--- src/ptg_pkg.sv ---
`timescale 1ns / 1ps
`default_nettype none

package ptg_pkg;

   // Number of slots that the register layout can describe.
   localparam int unsigned MAX_SLOTS = 4;

   localparam int unsigned TIME_W  = 32;
   localparam int unsigned COUNT_W = 16;
   localparam int unsigned PHASE_W = 2;
   localparam int unsigned MODE_W  = 2;

   // Timer phases.
   localparam logic [PHASE_W-1:0] PH_NOT_STARTED = 2'd0;
   localparam logic [PHASE_W-1:0] PH_RUNNING     = 2'd1;
   localparam logic [PHASE_W-1:0] PH_EXPIRED     = 2'd2;

   // Timer modes; the unused code behaves as one-shot.
   localparam logic [MODE_W-1:0] MODE_ONE_SHOT  = 2'd0;
   localparam logic [MODE_W-1:0] MODE_REPEATING = 2'd1;
   localparam logic [MODE_W-1:0] MODE_FINITE    = 2'd2;

   // Configuration register indexes.
   localparam int unsigned CSR_INDEX_W = 3;
   localparam logic [CSR_INDEX_W-1:0] CSR_TIMER_COUNT    = 3'd0;
   localparam logic [CSR_INDEX_W-1:0] CSR_DURATIONS_LOW  = 3'd1;
   localparam logic [CSR_INDEX_W-1:0] CSR_DURATIONS_HIGH = 3'd2;
   localparam logic [CSR_INDEX_W-1:0] CSR_TIMER_MODES    = 3'd3;
   localparam logic [CSR_INDEX_W-1:0] CSR_CALL_LIMITS    = 3'd4;
   localparam logic [CSR_INDEX_W-1:0] CSR_ACTION_MASK    = 3'd5;

   typedef struct packed {
      logic [TIME_W-1:0]  duration;
      logic [MODE_W-1:0]  mode;
      logic [COUNT_W-1:0] limit;
      logic               has_action;
   } slot_cfg_type;

   typedef struct packed {
      logic fire;
      logic late;
      logic expired;
   } slot_flags_type;

endpackage

`default_nettype wire

--- src/ptg_slot.sv ---
`timescale 1ns / 1ps
`default_nettype none

module ptg_slot
   import ptg_pkg::*;
(
   input  wire logic              clock,
   input  wire logic              reset,
   input  wire logic              advance,
   input  wire logic              active,
   input  wire logic [TIME_W-1:0] now_ms,
   input  wire logic [TIME_W-1:0] tick_gap,
   input  wire slot_cfg_type      cfg,
   output slot_flags_type         flags
);

   logic [PHASE_W-1:0] phase_ff, phase_in;
   logic [TIME_W-1:0]  last_fire_ff, last_fire_in;
   logic [COUNT_W-1:0] count_ff, count_in;

   logic               starting;
   logic [PHASE_W-1:0] run_phase;
   logic [TIME_W-1:0]  base;
   logic [TIME_W-1:0]  deadline;
   logic [TIME_W-1:0]  late_deadline;
   logic [COUNT_W-1:0] count_inc;
   logic               due;
   logic               repeats;
   logic               late;

   // A slot that is not yet started starts on this tick with the tick's time.
   assign starting      = active && (phase_ff == PH_NOT_STARTED);
   assign run_phase     = starting ? PH_RUNNING : phase_ff;
   assign base          = starting ? now_ms : last_fire_ff;
   assign deadline      = base + cfg.duration;
   assign late_deadline = base + {cfg.duration[TIME_W-2:0], 1'b0};
   assign count_inc     = count_ff + COUNT_W'(1);
   assign due           = active && (run_phase == PH_RUNNING) && (now_ms >= deadline);
   assign repeats       = (cfg.mode == MODE_REPEATING) || (cfg.mode == MODE_FINITE);

   always_comb begin
      phase_in     = run_phase;
      last_fire_in = base;
      count_in     = count_ff;
      // Group overrun: the tick gap exceeds this active slot's duration.
      late         = active && (tick_gap > cfg.duration);
      if (due) begin
         if (repeats) begin
            if (now_ms > late_deadline) begin
               late = 1'b1;
            end
            last_fire_in = now_ms;
         end else begin
            phase_in = PH_EXPIRED;
         end
         if (cfg.mode == MODE_FINITE) begin
            count_in = count_inc;
            if (count_inc >= cfg.limit) begin
               phase_in = PH_EXPIRED;
            end
         end
         if (!cfg.has_action) begin
            late = 1'b1;
         end
      end
   end

   always_ff @(posedge clock) begin
      if (reset) begin
         phase_ff     <= PH_NOT_STARTED;
         last_fire_ff <= '0;
         count_ff     <= '0;
      end else if (advance) begin
         phase_ff     <= phase_in;
         last_fire_ff <= last_fire_in;
         count_ff     <= count_in;
      end
   end

   assign flags.fire    = due;
   assign flags.late    = late;
   assign flags.expired = (phase_in == PH_EXPIRED);

endmodule

`default_nettype wire

--- src/periodic_timer_group_unit.sv ---
`timescale 1ns / 1ps
`default_nettype none

// Group of up to four millisecond timers, each one-shot, repeating or finite-use.
// The req channel carries one time stamp per tick (req_now_ms); the rsp channel
// returns one item per tick: the timers that fired, the timers now expired, and
// an on-time flag that drops on overrun, a missed period or a fire without action.
// Both channels use valid and stall; an item moves when valid is high and stall
// is low. The csr channel writes the six configuration registers by index and is
// always ready; writes are to be made while no tick is in flight and apply to the
// next; the block itself does not enforce this. A tick in the input register
// is evaluated by all slots in parallel and moves on into the result register,
// which shows it. Throughput is one tick per cycle while the receiver does not
// stall; the per-slot compare and update logic between the registers sets it.
// When the receiver stalls, the result register holds its item, the input
// register holds the next tick, and req_stall rises only when both are full.
// Reset clears both valid flags, the configuration to its reset values (action
// mask all ones), every slot to not started, and the last tick time to zero.
module periodic_timer_group_unit
   import ptg_pkg::*;
#(
   parameter int unsigned TIMER_SLOTS = 4
) (
   input  wire logic                   clock,
   input  wire logic                   reset,

   input  wire logic                   req_valid,
   output logic                        req_stall,
   input  wire logic [TIME_W-1:0]      req_now_ms,

   output logic                        rsp_valid,
   input  wire logic                   rsp_stall,
   output logic [MAX_SLOTS-1:0]        rsp_fire_mask,
   output logic [MAX_SLOTS-1:0]        rsp_expired_mask,
   output logic                        rsp_on_time,

   input  wire logic                   csr_valid,
   output logic                        csr_ready,
   input  wire logic [CSR_INDEX_W-1:0] csr_index,
   input  wire logic [63:0]            csr_data
);

   // Configuration registers.
   logic [2:0]                   timer_count_ff;
   logic [2*MAX_SLOTS*TIME_W/2-1:0] durations_ff;
   logic [MAX_SLOTS*MODE_W-1:0]  timer_modes_ff;
   logic [MAX_SLOTS*COUNT_W-1:0] call_limits_ff;
   logic [MAX_SLOTS-1:0]         action_mask_ff;

   // Input register.
   logic                         in_valid_ff;
   logic [TIME_W-1:0]            now_ff;

   // Result register.
   logic                         out_valid_ff;
   logic [MAX_SLOTS-1:0]         fire_ff, fire_in;
   logic [MAX_SLOTS-1:0]         expired_ff, expired_in;
   logic                         on_time_ff, on_time_in;

   logic [TIME_W-1:0]            last_tick_ff;
   logic [TIME_W-1:0]            tick_gap;
   logic [MAX_SLOTS-1:0]         late_vec;
   logic                         advance;
   logic                         accept;

   // The tick in the input register moves on whenever the result register is
   // empty or is being emptied in this cycle.
   assign advance   = in_valid_ff && (!out_valid_ff || !rsp_stall);
   assign req_stall = in_valid_ff && !advance;
   assign accept    = req_valid && !req_stall;
   assign csr_ready = 1'b1;
   assign tick_gap  = now_ff - last_tick_ff;

   genvar g;
   generate
      for (g = 0; g < MAX_SLOTS; g++) begin : gen_slot
         if (g < TIMER_SLOTS) begin : gen_used
            slot_cfg_type   slot_cfg;
            slot_flags_type slot_flags;
            logic           slot_active;

            assign slot_cfg.duration   = durations_ff[g*TIME_W +: TIME_W];
            assign slot_cfg.mode       = timer_modes_ff[g*MODE_W +: MODE_W];
            assign slot_cfg.limit      = call_limits_ff[g*COUNT_W +: COUNT_W];
            assign slot_cfg.has_action = action_mask_ff[g];
            assign slot_active         = (timer_count_ff > 3'(g));

            ptg_slot u_slot (
               .clock    (clock),
               .reset    (reset),
               .advance  (advance),
               .active   (slot_active),
               .now_ms   (now_ff),
               .tick_gap (tick_gap),
               .cfg      (slot_cfg),
               .flags    (slot_flags)
            );

            assign fire_in[g]    = slot_flags.fire;
            assign expired_in[g] = slot_flags.expired;
            assign late_vec[g]   = slot_flags.late;
         end else begin : gen_unused
            // Slots beyond the built ones never start, fire or expire.
            assign fire_in[g]    = 1'b0;
            assign expired_in[g] = 1'b0;
            assign late_vec[g]   = 1'b0;
         end
      end
   endgenerate

   assign on_time_in = ~|late_vec;

   // Configuration writes.
   always_ff @(posedge clock) begin
      if (reset) begin
         timer_count_ff <= '0;
         durations_ff   <= '0;
         timer_modes_ff <= '0;
         call_limits_ff <= '0;
         action_mask_ff <= '1;
      end else if (csr_valid && csr_ready) begin
         unique case (csr_index)
            CSR_TIMER_COUNT:    timer_count_ff <= csr_data[2:0];
            CSR_DURATIONS_LOW:  durations_ff[2*TIME_W-1:0] <= csr_data;
            CSR_DURATIONS_HIGH: durations_ff[4*TIME_W-1:2*TIME_W] <= csr_data;
            CSR_TIMER_MODES:    timer_modes_ff <= csr_data[MAX_SLOTS*MODE_W-1:0];
            CSR_CALL_LIMITS:    call_limits_ff <= csr_data[MAX_SLOTS*COUNT_W-1:0];
            CSR_ACTION_MASK:    action_mask_ff <= csr_data[MAX_SLOTS-1:0];
            default: ;
         endcase
      end
   end

   // Input register and last tick time.
   always_ff @(posedge clock) begin
      if (reset) begin
         in_valid_ff  <= 1'b0;
         last_tick_ff <= '0;
      end else begin
         if (accept) begin
            in_valid_ff <= 1'b1;
         end else if (advance) begin
            in_valid_ff <= 1'b0;
         end
         if (advance) begin
            last_tick_ff <= now_ff;
         end
      end
   end

   always_ff @(posedge clock) begin
      if (accept) begin
         now_ff <= req_now_ms;
      end
   end

   // Result register.
   always_ff @(posedge clock) begin
      if (reset) begin
         out_valid_ff <= 1'b0;
      end else if (advance) begin
         out_valid_ff <= 1'b1;
      end else if (!rsp_stall) begin
         out_valid_ff <= 1'b0;
      end
   end

   always_ff @(posedge clock) begin
      if (advance) begin
         fire_ff    <= fire_in;
         expired_ff <= expired_in;
         on_time_ff <= on_time_in;
      end
   end

   assign rsp_valid        = out_valid_ff;
   assign rsp_fire_mask    = fire_ff;
   assign rsp_expired_mask = expired_ff;
   assign rsp_on_time      = on_time_ff;

endmodule

`default_nettype wire

--- config.mk ---
export PLATFORM = sky130hd
export DESIGN_NAME = periodic_timer_group_unit
export DESIGN_NICKNAME = d
export VERILOG_FILES = /design/src/ptg_pkg.sv /design/src/ptg_slot.sv /design/src/periodic_timer_group_unit.sv
export SDC_FILE = /design/constraint.sdc
export NUM_CORES = 2
export LEC_CHECK = 0
export ABC_CLOCK_PERIOD_IN_PS = 6700
export BUFFER_PORTS_ARGS = -buffer_cell sky130_fd_sc_hd__buf_4
export CAP_MARGIN = 40
export CELL_PAD_IN_SITES_DETAIL_PLACEMENT = 0
export CELL_PAD_IN_SITES_GLOBAL_PLACEMENT = 2
export CORE_MARGIN = 4
export CORE_UTILIZATION = 36
export DETAILED_ROUTE_END_ITERATION = 8
export HOLD_SLACK_MARGIN = 0.06
export PLACE_DENSITY_LB_ADDON = 0.1
export SLEW_MARGIN = 10
export SYNTH_ARGS = -nofsm -noshare
export SYNTH_HDL_FRONTEND = slang
export SYNTH_SLANG_ARGS = --single-unit
--- constraint.sdc ---
create_clock -name clock -period 6.7 [get_ports clock]
set_input_delay 1.34 -clock clock [delete_from_list [all_inputs] [get_ports clock]]
set_output_delay 1.34 -clock clock [all_outputs]
set_load 0.01 [all_outputs]
---- Word level (Yosys, flattened, before mapping) ----
Index checks and enable logic that the tools add are counted.
Widths: inputs -> output; s select.
operators by class
  $add $sub $neg .......................... 13
  $lt $le $gt $ge ......................... 20
  eq/ne operators ......................... 22
  muxes and demuxes ....................... 52
  reductions and logical operators ........ 46
operators with widths
  kind                   number
  $mux 32                12
  $add 32x32->32         8
  $gt 32x32->1           8
  $ge 32x32->1           4
  $add 16x1->16 const B  4
  $ge 16x16->1           4
  $mux 2                 20
  $sub 32x32->32         1
  $mux 1                 20
  $logic_and 1x1->1      19
  $eq 2x1->1 const B     8
  $eq 2x2->1 const B     8
  $reduce_and 2->1       6
  $reduce_and 3->1       4
  $logic_not 2->1        4
  $eq 3x2->1 const B     2
  $eq 3x3->1 const B     2
  $gt 3x1->1 const B     2
  $gt 3x2->1 const B     2
  $logic_not 1->1        5
  $logic_or 1x1->1       5
  $reduce_or 4->1        1
  $eq 3x1->1 const B     1
  $logic_not 3->1        1
  2 further kinds        2
storage, ports and cells
  register bits ........................... 482
  input port bits ......................... 104
  output and inout port bits .............. 12
  word-level logic and storage cells ...... 178

---- Logic depth before layout (Yosys ltp) ----
  depth after elaboration ................. 11
  mapped depth ............................ 31

---- Modules after synthesis ----
Synthesis repeated with hierarchy kept, for this count alone.
second synthesis, totals
  cell total of the unflattened synthesis .. 5368
  area total of the unflattened synthesis .. 43862.1 sq um
modules (own cells, without submodules)
  module                                   instances  cells each  area an instance (sq um)  sequential area each (sq um)
  periodic_timer_group_unit                1          1385        11519.8                   6055.8
  ptg_slot at gen_slot[0].gen_used.u_slot  1          1049        8316.7                    1001.0
  ptg_slot at gen_slot[2].gen_used.u_slot  1          985         8102.8                    1001.0
  ptg_slot at gen_slot[3].gen_used.u_slot  1          970         7970.1                    1001.0
  ptg_slot at gen_slot[1].gen_used.u_slot  1          979         7952.6                    1001.0

---- Worst setup path after synthesis ----
OpenSTA, ideal clock, no wires.
  path kind ............................... register -> register
  from .................................... reg timer_count_ff[2]
  to ...................................... reg gen_slot[1].gen_used.u_slot.last_fire_ff[1]
  setup time .............................. 0.128 ns
  arrival ................................. 6.087 ns
  required time ........................... 6.572 ns
  slack ................................... 0.486 ns
  stages on the path, launching flop included .. 27
  buffers on the path ..................... 2
  period minus slack after synthesis ...... 6.214 ns
  path through ............................ dfxtp_1 -> nor2_1 -> or2_1 -> nor2_1 -> clkbuf_1 -> mux2_2 -> ha_1 -> nor2b_1 -> o31ai_2 -> a211oi_1 -> o21ai_1 -> a31oi_1 -> o211ai_2 -> a31oi_1 -> o31ai_2 -> or4b_1 -> o211a_1 -> ha_1 -> nand4_1 -> or2_2 -> or3_1 -> nor4b_1 -> nor2_1 -> a31oi_4 -> buf_4 -> mux2i_1 -> nor2_1
on the way
  word-level cells in the longest chain between the ends .. 7
ends and longest elaborated chain
  item                                                      RTL line                          RTL
  start, declared                                           periodic_timer_group_unit.sv:44   logic [2:0] timer_count_ff;
  start signal, assigned                                    periodic_timer_group_unit.sv:123  CSR_TIMER_COUNT: timer_count_ff <= csr_data[2:0];
  $gt 3x1->1 *                                              periodic_timer_group_unit.sv:86   assign slot_active = (timer_count_ff > 3'(g));
  $logic_and 1x1->1                                         ptg_slot.sv:32                    assign starting = active && (phase_ff == PH_NOT_STARTED);
  $mux 32 / $mux 2 (equally long branches)                  ptg_slot.sv:34, ptg_slot.sv:33
  $add 32x32->32 / $eq 2x1->1 (equally long branches)       ptg_slot.sv:35, ptg_slot.sv:38
  $ge 32x32->1 / $logic_and 1x1->1 (equally long branches)  ptg_slot.sv:38                    assign due = active && (run_phase == PH_RUNNING) && (now_ms >= deadline);
  $logic_and 1x1->1                                         ptg_slot.sv:38
  $mux 32 *                                                 ptg_slot.sv:47                    if (due) begin
  end signal, assigned                                      ptg_slot.sv:75                    last_fire_ff <= last_fire_in;
  end, declared                                             ptg_slot.sv:18                    logic [TIME_W-1:0] last_fire_ff, last_fire_in;
Mark *: on every way between the ends. The rest lies on a longest branch, timed or not.
A chain may end at the register's enable or synchronous reset.

---- Final worst setup path ----
  from .................................... reg timer_count_ff[2]
  to ...................................... reg gen_slot[1].gen_used.u_slot.last_fire_ff[6]
Same word-level chain as after synthesis.

==> impl_metrics.ini <==
[outcome]
run_status = finished clean

[setup_path]
ff2ff_setup_slack_ns = 0.28
critical_path_data_required_time_ns = 7.21
endpoint_kind = flop
crit-reg2reg-capture = gen_slot[1].gen_used.u_slot.last_fire_ff[6]
crit_path_max_fanout = 13
worst_setup_path_start_kind = flop
timing.critical_path.slowest_cell_delay_ns = 0.48
worst-endpoint-arrival_ns = 6.93
critical-path-top-cell-by-count = sky130_fd_sc_hd__buf_12
r2r_cells = 28
crit_type = flop to flop
cp_slowest_cell = sky130_fd_sc_hd__or4b_1
regToRegStartpoint = timer_count_ff[2]

[global_routing]
grt_max_degree = 157
grt_pass1_vias = 39000
first_pass_grt_wire_length_um = 245000
groute.usage.overall_pct = 25.5
grt_antenna_before_repair = 11
grt-ovfl-total = 0

[timing]
setup_ws_ns = 0.275
worst_slew_pin_slew_ns = 1.22
timing.max_slew.rel_slack_pct = 18.8
finalMaxSlewViolations = 0
finalHoldViolCount = 0
setup-violations-final = 0
timing.final.crit_share_pct = 95.9
timing.clock.skew_ns = 0.0282
clock.fmax_ghz = 0.156
period_needed_ns = 6.42

[drt]
drt_pass_1_iters = 6
drc = 0
routedLengthMet1_um = 81900
route.met2.wl_um = 74300
via_cell_ratio = 5.42
detailedRoute.firstIterationViolations = 2363
top_layer = met4
ant_nets = 0
met3WireLength_um = 6370
routedWlPerCell_um = 22.8
route.vias.total = 39500
drt_wl_total_um = 166000

[synthesis]
yosysUniqueCellTypes = 97
postSynthRegisterBits = 482
yosysSeqAreaShare_pct = 23.0
synth_enable_flop_cells = 41
synth_flop_cell = sky130_fd_sc_hd__dfxtp_1
synth_fp_nets = 6239
postSynth.asyncResetShare_pct = 0
yosys_warnings = 0
postSynthAreaPerCell_um2 = 8.11
synth_area_um2 = 43700
synthesis.instances = 5395

[die]
floorplan.die_area_um2 = 127000
floorplan.die.width_um = 357
placementRows = 127
core_um2 = 120000
pin_count = 116
effective_utilization_at_floorplan_pct = 36.4
die-height_um = 357

[min_path]
min-delay-path-class = flop to flop
hold_path_startpoint = timer_modes_ff[6]
holdPathStages = 2
worst_hold_path_ep = timer_modes_ff[6]

[clocking]
clock_path_buffers = 3
cts-hold-fix-buffers = 0
clkSinkCount = 482
cts_tree = yes
htree_levels = 3
clock-root-buffer = sky130_fd_sc_hd__clkbuf_16
clk_transition_reported_paths_ns = 0.05
number_of_clock_buffers_inserted_by_tritoncts = 67
clkLatencyLatePin_ns = 0.68

[flow_run]
max_cap_violations = 0

[power]
seqPwrFrac_pct = 34.2
power.switching_mw = 2.85
p_per_area_nw_per_um2 = 177
sw_frac_of_total_pct = 31.9
clockPowerShare_pct = 43.3
p_leak_nw = 22.1
combPwrFrac_pct = 22.5
totalPowerFinal_mw = 8.94
internal_power_mw = 6.08
worst_voltage_drop_across_the_vdd_grid_uv = 186

[finish]
design.final.nets = 6471
drive_above_1_share_pct = 11.5
area_delta_synth_final_pct = 15.5

[place]
routabilityCongestion = 0.891
place_worst_setup_slack_ns = -0.270
buffer_ports.inserted = 114
dp.final_hpwl_um = 132000
==> metrics by stage <==
stage / utilization, % / instance area, um^2 / hold slack, ns / instances / setup TNS [ns]
after floorplan: - / 43700 / 0.432 / 5395 / 0
after global placement: 39.7 / 47800 / 0.441 / 7152 / -7.74
after detailed placement: 39.8 / 47900 / 0.447 / 7159 / -10.0
after CTS: 41.8 / 50200 / 0.455 / 7286 / 0
after global routing: 42.0 / 50500 / 0.467 / 7294 / -0.114
final: 42.0 / 50500 / 0.453 / 7297 / 0
==> power groups by stage <==
stage	Combinational, mW	Clock (mW)	Sequential, mW
global placement	1.98	0	3.12
CTS	2.01	4.01	3.05
global route	2.24	4.10	3.06
detailed placement	2.00	0	3.11
finish	2.01	3.87	3.05
floorplan	1.19	0	3.09
==> final cells by class <==
type | instances | area (um^2)
antenna | 3 | 7.51
multi-input combinational | 4413 | 32000
sequential | 482 | 10100
tap | 1612 | 2020
inverter | 333 | 1250
fill | 12400 | 69700
timing repair buffer | 330 | 2860
clock buffer | 97 | 1940
clock inverter | 27 | 378
==> synthesized netlist by cell type, types with 15 or more instances <==
master                       n  area [um^2]
sky130_fd_sc_hd__nand2_1   767         2880
sky130_fd_sc_hd__ha_1      731         9150
sky130_fd_sc_hd__a21oi_1   574         2870
sky130_fd_sc_hd__dfxtp_1   441         8830
sky130_fd_sc_hd__inv_1     331         1240
sky130_fd_sc_hd__nor2_1    318         1190
sky130_fd_sc_hd__a21o_1    259         1940
sky130_fd_sc_hd__xnor2_1   203         1780
sky130_fd_sc_hd__o21ai_0   168          841
sky130_fd_sc_hd__xor2_1    146         1280
sky130_fd_sc_hd__mux2i_1   142         1420
sky130_fd_sc_hd__clkbuf_1  139          522
sky130_fd_sc_hd__mux2_2    123         1390
sky130_fd_sc_hd__nand4_1    92          576
sky130_fd_sc_hd__nand3_1    89          445
sky130_fd_sc_hd__nand2b_1   69          432
sky130_fd_sc_hd__nor3_1     65          325
sky130_fd_sc_hd__nor2b_1    50          313
sky130_fd_sc_hd__o21a_1     48          360
sky130_fd_sc_hd__and3_1     46          288
sky130_fd_sc_hd__edfxtp_1   41         1230
sky130_fd_sc_hd__nor3b_1    40          300
sky130_fd_sc_hd__a211oi_1   36          270
sky130_fd_sc_hd__o21bai_1   35          263
sky130_fd_sc_hd__a32oi_1    33          289
sky130_fd_sc_hd__or3_1      33          206
sky130_fd_sc_hd__a31oi_1    24          150
sky130_fd_sc_hd__or2_2      22          138
sky130_fd_sc_hd__nor4_1     20          125
sky130_fd_sc_hd__o211ai_1   20          150
sky130_fd_sc_hd__o31ai_1    18          135
sky130_fd_sc_hd__a21boi_0   15          113
sky130_fd_sc_hd__a311oi_1   15          131
sky130_fd_sc_hd__and2_1     15         93.8
==> logic make-up (layout without fill, tap and decap cells) <==
logic type,after synthesis,after routing,synth area share [%]
adder cells (fa/ha/maj),740,740,21.3
AND/OR/NAND/NOR,1655,1655,17.3
other,1,4,0.00857
buffers and inverters,500,787,4.42
XOR/XNOR,349,349,6.99
multiplexers,265,265,6.41
AO/OA/AOI/OAI,1403,1403,20.6
flip-flops,482,482,23.0
==> flip-flops by register name, summed over array words and instances (netlist names) <==
register / flops
action_mask_ff: 4
call_limits_ff: 64
durations_ff: 128
gen_slot.gen_used.u_slot.count_ff: 64
gen_slot.gen_used.u_slot.last_fire_ff: 128
gen_slot.gen_used.u_slot.phase_ff: 8
in_valid_ff: 1
last_tick_ff: 32
now_ff: 32
rsp_expired_mask: 4
rsp_fire_mask: 4
rsp_on_time: 1
rsp_valid: 1
timer_count_ff: 3
timer_modes_ff: 8
==> worst max-delay path: cells and delay by family (launching register included) <==
| kind | cells | cell delay [ns] |
|---|---|---|
| AO/OA/AOI/OAI | 10 | 1.92 |
| adder cells (fa/ha/maj) | 2 | 0.61 |
| multiplexers | 2 | 0.56 |
| flip-flops | 1 | 0.37 |
| buffers and inverters | 4 | 0.58 |
| AND/OR/NAND/NOR | 10 | 2.19 |
==> metal layers <==
metal / vias to the layer above / GRT usage [%]
li1: 19800 / -
met1: 18900 / 36.2
met2: 673 / 41.4
met3: 157 / 3.02
met4: 0 / 5.58
met5: - / 0
==> worst max path at each step <==
stage	cells past startpoint	to	slack, ns	start
CTS	26	gen_slot[1].gen_used.u_slot.last_fire_ff[16]	0.06	timer_count_ff[2]
global route	27	gen_slot[1].gen_used.u_slot.last_fire_ff[1]	-0.03	timer_count_ff[2]
floorplan	26	gen_slot[1].gen_used.u_slot.last_fire_ff[1]	0.49	timer_count_ff[2]
global placement	25	gen_slot[1].gen_used.u_slot.last_fire_ff[28]	-0.23	timer_count_ff[2]
detailed placement	25	gen_slot[1].gen_used.u_slot.last_fire_ff[16]	-0.27	timer_count_ff[2]
finish	28	gen_slot[1].gen_used.u_slot.last_fire_ff[6]	0.28	timer_count_ff[2]
==> cell usage in the layout, fill, tap and decap left out, types with 35 or more instances in the layout <==
cell type,n
sky130_fd_sc_hd__a21o_1,259
sky130_fd_sc_hd__o21a_1,48
sky130_fd_sc_hd__o21ai_0,162
sky130_fd_sc_hd__nand3_1,88
sky130_fd_sc_hd__nor3b_1,40
sky130_fd_sc_hd__nand2_1,765
sky130_fd_sc_hd__mux2i_1,142
sky130_fd_sc_hd__xnor2_1,203
sky130_fd_sc_hd__ha_1,727
sky130_fd_sc_hd__nand2b_1,69
sky130_fd_sc_hd__a21oi_1,571
sky130_fd_sc_hd__nor3_1,63
sky130_fd_sc_hd__o21bai_1,35
sky130_fd_sc_hd__buf_4,299
sky130_fd_sc_hd__xor2_1,146
sky130_fd_sc_hd__nand4_1,92
sky130_fd_sc_hd__dfxtp_1,439
sky130_fd_sc_hd__nor2b_1,49
sky130_fd_sc_hd__inv_1,330
sky130_fd_sc_hd__mux2_2,123
sky130_fd_sc_hd__edfxtp_1,41
sky130_fd_sc_hd__and3_1,45
sky130_fd_sc_hd__clkbuf_16,72
sky130_fd_sc_hd__nor2_1,312
==> repair_timing <==
item                       in CTS  in global routing
hold endpoints to repair        0                  0
pin swaps                       3                 13
setup buffers                   3                  6
setup endpoints to repair      51                175
gates cloned                    0                  2
resized for setup               4                 37
Power figures use the tool's default switching activity.
